`src/rtl/core/line_normal_and_distance_unit_macros.svh`:
```
// ============================================================================
// Line normal unit assertion macros
// Wrappers for the concurrent checks of the line normal unit.
// ============================================================================
`ifndef LINE_NORMAL_AND_DISTANCE_UNIT_MACROS_SVH
`define LINE_NORMAL_AND_DISTANCE_UNIT_MACROS_SVH
`ifndef ASSERT_OFF
`define LND_ASSERT_IMPLIES(label, clk, rst, ante, cons) \
   label: assert property (@(posedge clk) disable iff (rst) (ante) |-> (cons)) \
      else $error("lnd check failed");
`define LND_ASSERT_NEXT(label, clk, rst, ante, cons) \
   label: assert property (@(posedge clk) disable iff (rst) (ante) |=> (cons)) \
      else $error("lnd check failed");
`else
`define LND_ASSERT_IMPLIES(label, clk, rst, ante, cons)
`define LND_ASSERT_NEXT(label, clk, rst, ante, cons)
`endif
`endif

```
`src/rtl/core/lnd_pkg.sv`:
```
// ============================================================================
// Line normal unit package
// Shared item types and the per-bit step of the normalizing root search.
// ============================================================================
package lnd_pkg;

   localparam int RootWidth = 32;
   localparam int RemWidth  = 132;
   localparam int PartWidth = 97;
   localparam int SqWidth   = 65;

   // One component: running remainder T - w^2*sq, partial w*sq, root bits w
   typedef struct packed {
      logic [RemWidth-1:0]  rem;
      logic [PartWidth-1:0] part;
      logic [RootWidth-1:0] root;
   } lnd_lane_type;

   typedef struct packed {
      lnd_lane_type        lane_x;
      lnd_lane_type        lane_y;
      logic [SqWidth-1:0]  sq;
      logic signed [31:0]  first_x;
      logic signed [31:0]  first_y;
      logic                neg_x;
      logic                neg_y;
      logic                degen;
   } lnd_item_type;

   // Try setting root bit idx: (w+b)^2*sq - w^2*sq = 2b*(w*sq) + b^2*sq
   function automatic lnd_lane_type lane_step(lnd_lane_type l, logic [SqWidth-1:0] sq,
                                              int idx);
      lnd_lane_type        r;
      logic [RemWidth-1:0] trial;
      logic [PartWidth-1:0] inc;
      r     = l;
      trial = ({{(RemWidth-PartWidth){1'b0}}, l.part} << (idx + 1))
            + ({{(RemWidth-SqWidth){1'b0}}, sq} << (2 * idx));
      inc   = {{(PartWidth-SqWidth){1'b0}}, sq} << idx;
      if (trial <= l.rem) begin
         r.rem  = l.rem - trial;
         r.part = l.part + inc;
         r.root = l.root | (RootWidth'(1) << idx);
      end
      return r;
   endfunction

endpackage

```
`src/rtl/core/lnd_cell.sv`:
```
// ============================================================================
// Line normal root cell
// Decides one root bit for both normal components and passes the item on.
// ============================================================================
module lnd_cell #(
   parameter int BIT_IDX = 0
) (
   input  logic                  clock,
   input  logic                  reset,
   input  logic                  advance,
   input  logic                  valid_in,
   input  lnd_pkg::lnd_item_type item_in,
   output logic                  valid_out,
   output lnd_pkg::lnd_item_type item_out
);
   import lnd_pkg::*;

   logic         valid_ff;
   lnd_item_type item_ff, item_in_c;

   always_comb begin
      item_in_c        = item_in;
      item_in_c.lane_x = lane_step(item_in.lane_x, item_in.sq, BIT_IDX);
      item_in_c.lane_y = lane_step(item_in.lane_y, item_in.sq, BIT_IDX);
   end

   always_ff @(posedge clock) begin
      if (reset) begin
         valid_ff <= 1'b0;
      end else if (advance) begin
         valid_ff <= valid_in;
      end
   end

   always_ff @(posedge clock) begin
      if (advance) begin
         item_ff <= item_in_c;
      end
   end

   assign valid_out = valid_ff;
   assign item_out  = item_ff;
endmodule

```
`config.mk`:
```
export PLATFORM = sky130hd
export DESIGN_NAME = lnd_cell
export DESIGN_NICKNAME = d
export VERILOG_FILES = /design/src/rtl/core/line_normal_and_distance_unit_macros.svh /design/src/rtl/core/lnd_pkg.sv /design/src/rtl/core/lnd_cell.sv
export SDC_FILE = /design/constraint.sdc
export NUM_CORES = 2
export LEC_CHECK = 0
export ABC_AREA = 0
export BUFFER_PORTS_ARGS = -buffer_cell sky130_fd_sc_hd__clkbuf_2
export CORE_AREA = 2 2 510 512
export CTS_CLUSTER_SIZE = 40
export DETAILED_ROUTE_END_ITERATION = 7
export DIE_AREA = 0 0 512 514
export PLACE_DENSITY = 0.38
export SETUP_SLACK_MARGIN = 0.2
export SLEW_MARGIN = 20
export SYNTH_ARGS = -nofsm -noshare
export SYNTH_HDL_FRONTEND = slang
export SYNTH_SLANG_ARGS = --single-unit
```
`constraint.sdc`:
```
create_clock -name clock -period 7.4 [get_ports clock]
set_clock_uncertainty 0.1 [all_clocks]
set_input_delay 1.11 -clock clock [delete_from_list [all_inputs] [get_ports clock]]
set_output_delay 1.11 -clock clock [all_outputs]
set_load 0.1 [all_outputs]
```
Word level (Yosys, flattened, before mapping)

Cells that the tools add are included.

Word-level logic and storage cells: 25
Register bits: 655
Input bits: 658
Output and inout port bits: 655

Order comparisons: 2
Add/sub/neg operators: 6
Mux-type cells: 2

Operators by type and width:

| cell                                       | count |
|---|---|
| two-way mux 261 bit                        | 2 |
| less-or-equal comparator 99 x 132 -> 1 bit | 2 |
| subtractor 132 x 99 -> 132 bit             | 2 |
| adder 98 x 65 -> 99 bit                    | 2 |
| adder 97 x 65 -> 97 bit                    | 2 |

Longest topological paths before layout

Depth after elaboration: 3
Depth in mapped cells: 30
Mapped depth without buffers: 26

Worst setup path after synthesis

No wires, ideal clock.

Path type: input to register
From: input item_in[87] (netlist bit)
To: register item_ff (netlist bit item_out[647]), data pin
Stages on the path: 26
Required time: 7.041 ns
Slack: 0.321 ns
Setup time: 0.259 ns
Buffers on the path: 3
Arrival time: 6.721 ns
Path through: ha_1 -> nand2_1 -> o21ai_0 -> o21ai_0 -> o41ai_1 -> o211ai_1 -> a31oi_1 -> o31ai_1 -> o31ai_2 -> a221o_1 -> buf_2 -> nand3_1 -> xor2_1 -> ha_1 -> clkbuf_1 -> inv_1 -> nor3_1 -> nand4_1 -> or4_1 -> nor4_1 -> nor3_1 -> o21a_1 -> buf_6 -> nor4_1 -> o211ai_1 -> xnor2_1

RTL lines:

| what                   | line           | RTL |
|---|---|---|
| start: declaration     | lnd_cell.sv:12 | `input lnd_pkg::lnd_item_type item_in,` |
| end signal: assignment | lnd_cell.sv:37 | `item_ff <= item_in_c;` |
| end: declaration       | lnd_cell.sv:19 | `lnd_item_type item_ff, item_in_c;` |

==> summary.md <==
| Metric | Value |
|---|---|
| Vias | 62000 |
| Final Hold Viols | 0 |
| DRC viols | 0 |
| Hold Path Class | flop to flop |
| Synthesized cell area | 56100 µm² |
| Longest Clk Path Bufs | 3 |
| Worst EP required | 7760 ps |
| Slew headroom | 0.334 |
| Cell family with most CP delay | simple AND/OR/NAND/NOR gates |
| Overflow after GRT | 0 |
| Worst slack, placed | -1210 ps |
| Global placement routability congestion | 0.969 |
| Die Height | 514 µm |
| Crit path time final | 7040 ps |
| Post-synth cell types | 100 |
| Worst-Margin Slew | 991 ps |
| Die area | 263000 µm² |
| PortBufs | 1312 |
| Setup crit end kind | flop |
| Average size of a mapped cell | 8.58 µm² |
| CTS Buf Count | 91 |
| Final setup fails | 0 |
| Nets | 10300 |
| Worst hold slack | 395 ps |
| Crit path DAT | 7400 ps |
| Commonest non-fill, non-tap cell in the layout | buf_4 |
| Final Total Pwr | 22.0 mW |
| Final Core Density | 0.317 |
| Most frequent cells in the layout | buf_4, clkbuf_2, a21oi_1 |
| Worst Path Buf+Inv | 8 |
| Post-route setup TNS | 0 ps |
| Worst-Skew Late Latency | 730 ps |
| Post-DP HPWL | 290000 µm |
| First-pass GRT wire length | 459000 µm |
| Post-synth EDFFs | 654 |
| Final wirelength | 333000 µm |
| First-pass DRT Iterations | 6 |
| Register area share after synthesis | 0.351 |
| Warnings from Yosys | 0 |
| IO Count | 1313 |
| CP most frequent cell | buf_4 |
| Sink Count | 655 |
| Row Count | 187 |
| #FFs+latches synth | 655 |
| Critical path class | primary input to flop |
| Share of layout cells above drive strength 1 | 0.341 |
| Largest net degree at the start of global routing | 169 |
| Fin worst setup slack | 360 ps |
| P per Cell Area | 269 nW/µm² |
| Core Area | 258000 µm² |
| Number of global-route vias before repair | 61900 |
| Critical path peak fanout | 12 |
| Dominant synthesized flop cell | edfxtp_1 |
| Leak Pwr | 35.7 nW |
| CTS H-tree lvls | 3 |
| # hold bufs at CTS | 0 |
| Max-cap violation count | 0 |
| GRT Resource Usage Total | 0.242 |
| Post-DR wirelength/cell | 26.2 µm |
| Antenna violations before repair | 95 |
| RSZ-0062 raised after global routing | true |
| Status | complete, no violations |
| Mapped Cells | 6537 |
| Area growth syn-to-layout | 45.7% |
| CP peak stage delay | 480 ps |
| CTS tree | yes |
| FMAX | 0.142 GHz |
| Startpoint Class | primary input |
| CTS Root Cell | clkbuf_16 |
| Max Slew Vio Count | 0 |
| Final period util | 0.951 |
| CTS clk-pin slew, worst paths | 50 ps |
| Initial DRC Count | 4419 |
| Initial Utilization | 0.217 |
| Maximum vdd ir drop | 269 µV |
| Asr flop ratio synth | 0 |
| Syn nets | 7657 |
| Via density | 4.88 |
| Die Width | 512 µm |
| Slowest-stage cell, CP | or4b_1 |
| Routed Antenna Nets | 0 |
[logic make-up after synthesis]
group,synth area share
fa+ha+maj,0.104
flops,0.351
buf+inv,0.0307
compound gates,0.226
mux,0.000379
simple gates,0.191
xor+xnor,0.0982
[per-stage QoR]
stage | instances | cell area, µm²
floorplan | 6537 | 56100
global placement | 12500 | 78100
detailed placement | 12500 | 78100
CTS | 12700 | 81200
global route | 12700 | 81600
finish | 12700 | 81700
[worst register-to-register path: cells and delay by family, from the launching register on]
kind / cells / cell delay [ps]
mux: 1 / 120
simple gates: 1 / 50
flops: 1 / 300
[timing repair]
item | CTS | global route
pin swaps | 2 | 11
setup buffers | 1 | 2
gates cloned | 0 | 0
gates resized for setup | 19 | 76
endpoints found under the setup margin | 333 | 437
[final cells by class]
cell class / instances / area [µm²]
Antenna cell: 28 / 70.1
Clock buffer: 110 / 2370
Clock inverter: 57 / 642
Fill cell: 27900 / 176000
Inverter: 139 / 522
Multi-Input combinational cell: 5440 / 35200
Sequential cell: 655 / 19700
Tap cell: 3402 / 4260
Timing Repair Buffer: 2886 / 19000
[state kept, by name, indices dropped and copies added (netlist names)]
signal / cells
item_out: 654
valid_out: 1
[path summary, 6_finish.rpt]
path,start,endpoint,slack (ps),cells after the start
worst max-delay path,item_in[68],item_out[244]$_DFFE_PP_,360,31
worst min-delay path,valid_out$_SDFFE_PP0P_,valid_out$_SDFFE_PP0P_,390,2
worst min register to register,valid_out$_SDFFE_PP0P_,valid_out$_SDFFE_PP0P_,390,2
worst max register to register,valid_out$_SDFFE_PP0P_,valid_out$_SDFFE_PP0P_,6720,2
[layer usage]
metal | up-vias | track usage | wire [µm]
met2 | 2093 | 0.428 | 164000
met4 | 46 | 0.0849 | 12600
met5 | - | 0 | 288
met3 | 420 | 0.0544 | 22500
li1 | 29800 | - | -
met1 | 29700 | 0.286 | 134000
[cell usage after synthesis, types with 150 or more instances]
master / count / share of area
clkbuf_1: 251 / 0.017
xnor2_1: 339 / 0.053
nand2_1: 646 / 0.043
nand4_1: 198 / 0.022
nor3_1: 150 / 0.013
a21o_1: 214 / 0.029
a21oi_1: 898 / 0.080
o21ai_0: 386 / 0.034
nor2_1: 687 / 0.046
edfxtp_1: 654 / 0.35
nand3_1: 152 / 0.014
ha_1: 456 / 0.10
xor2_1: 290 / 0.045
[power by group]
group	total [mW]	internal, mW	switching (mW)
combinational	12.2	3.48	8.76
clock	4.51	2.53	1.98
sequential	5.23	4.93	0.307
No activity file was read; power rests on OpenSTA's default activity.
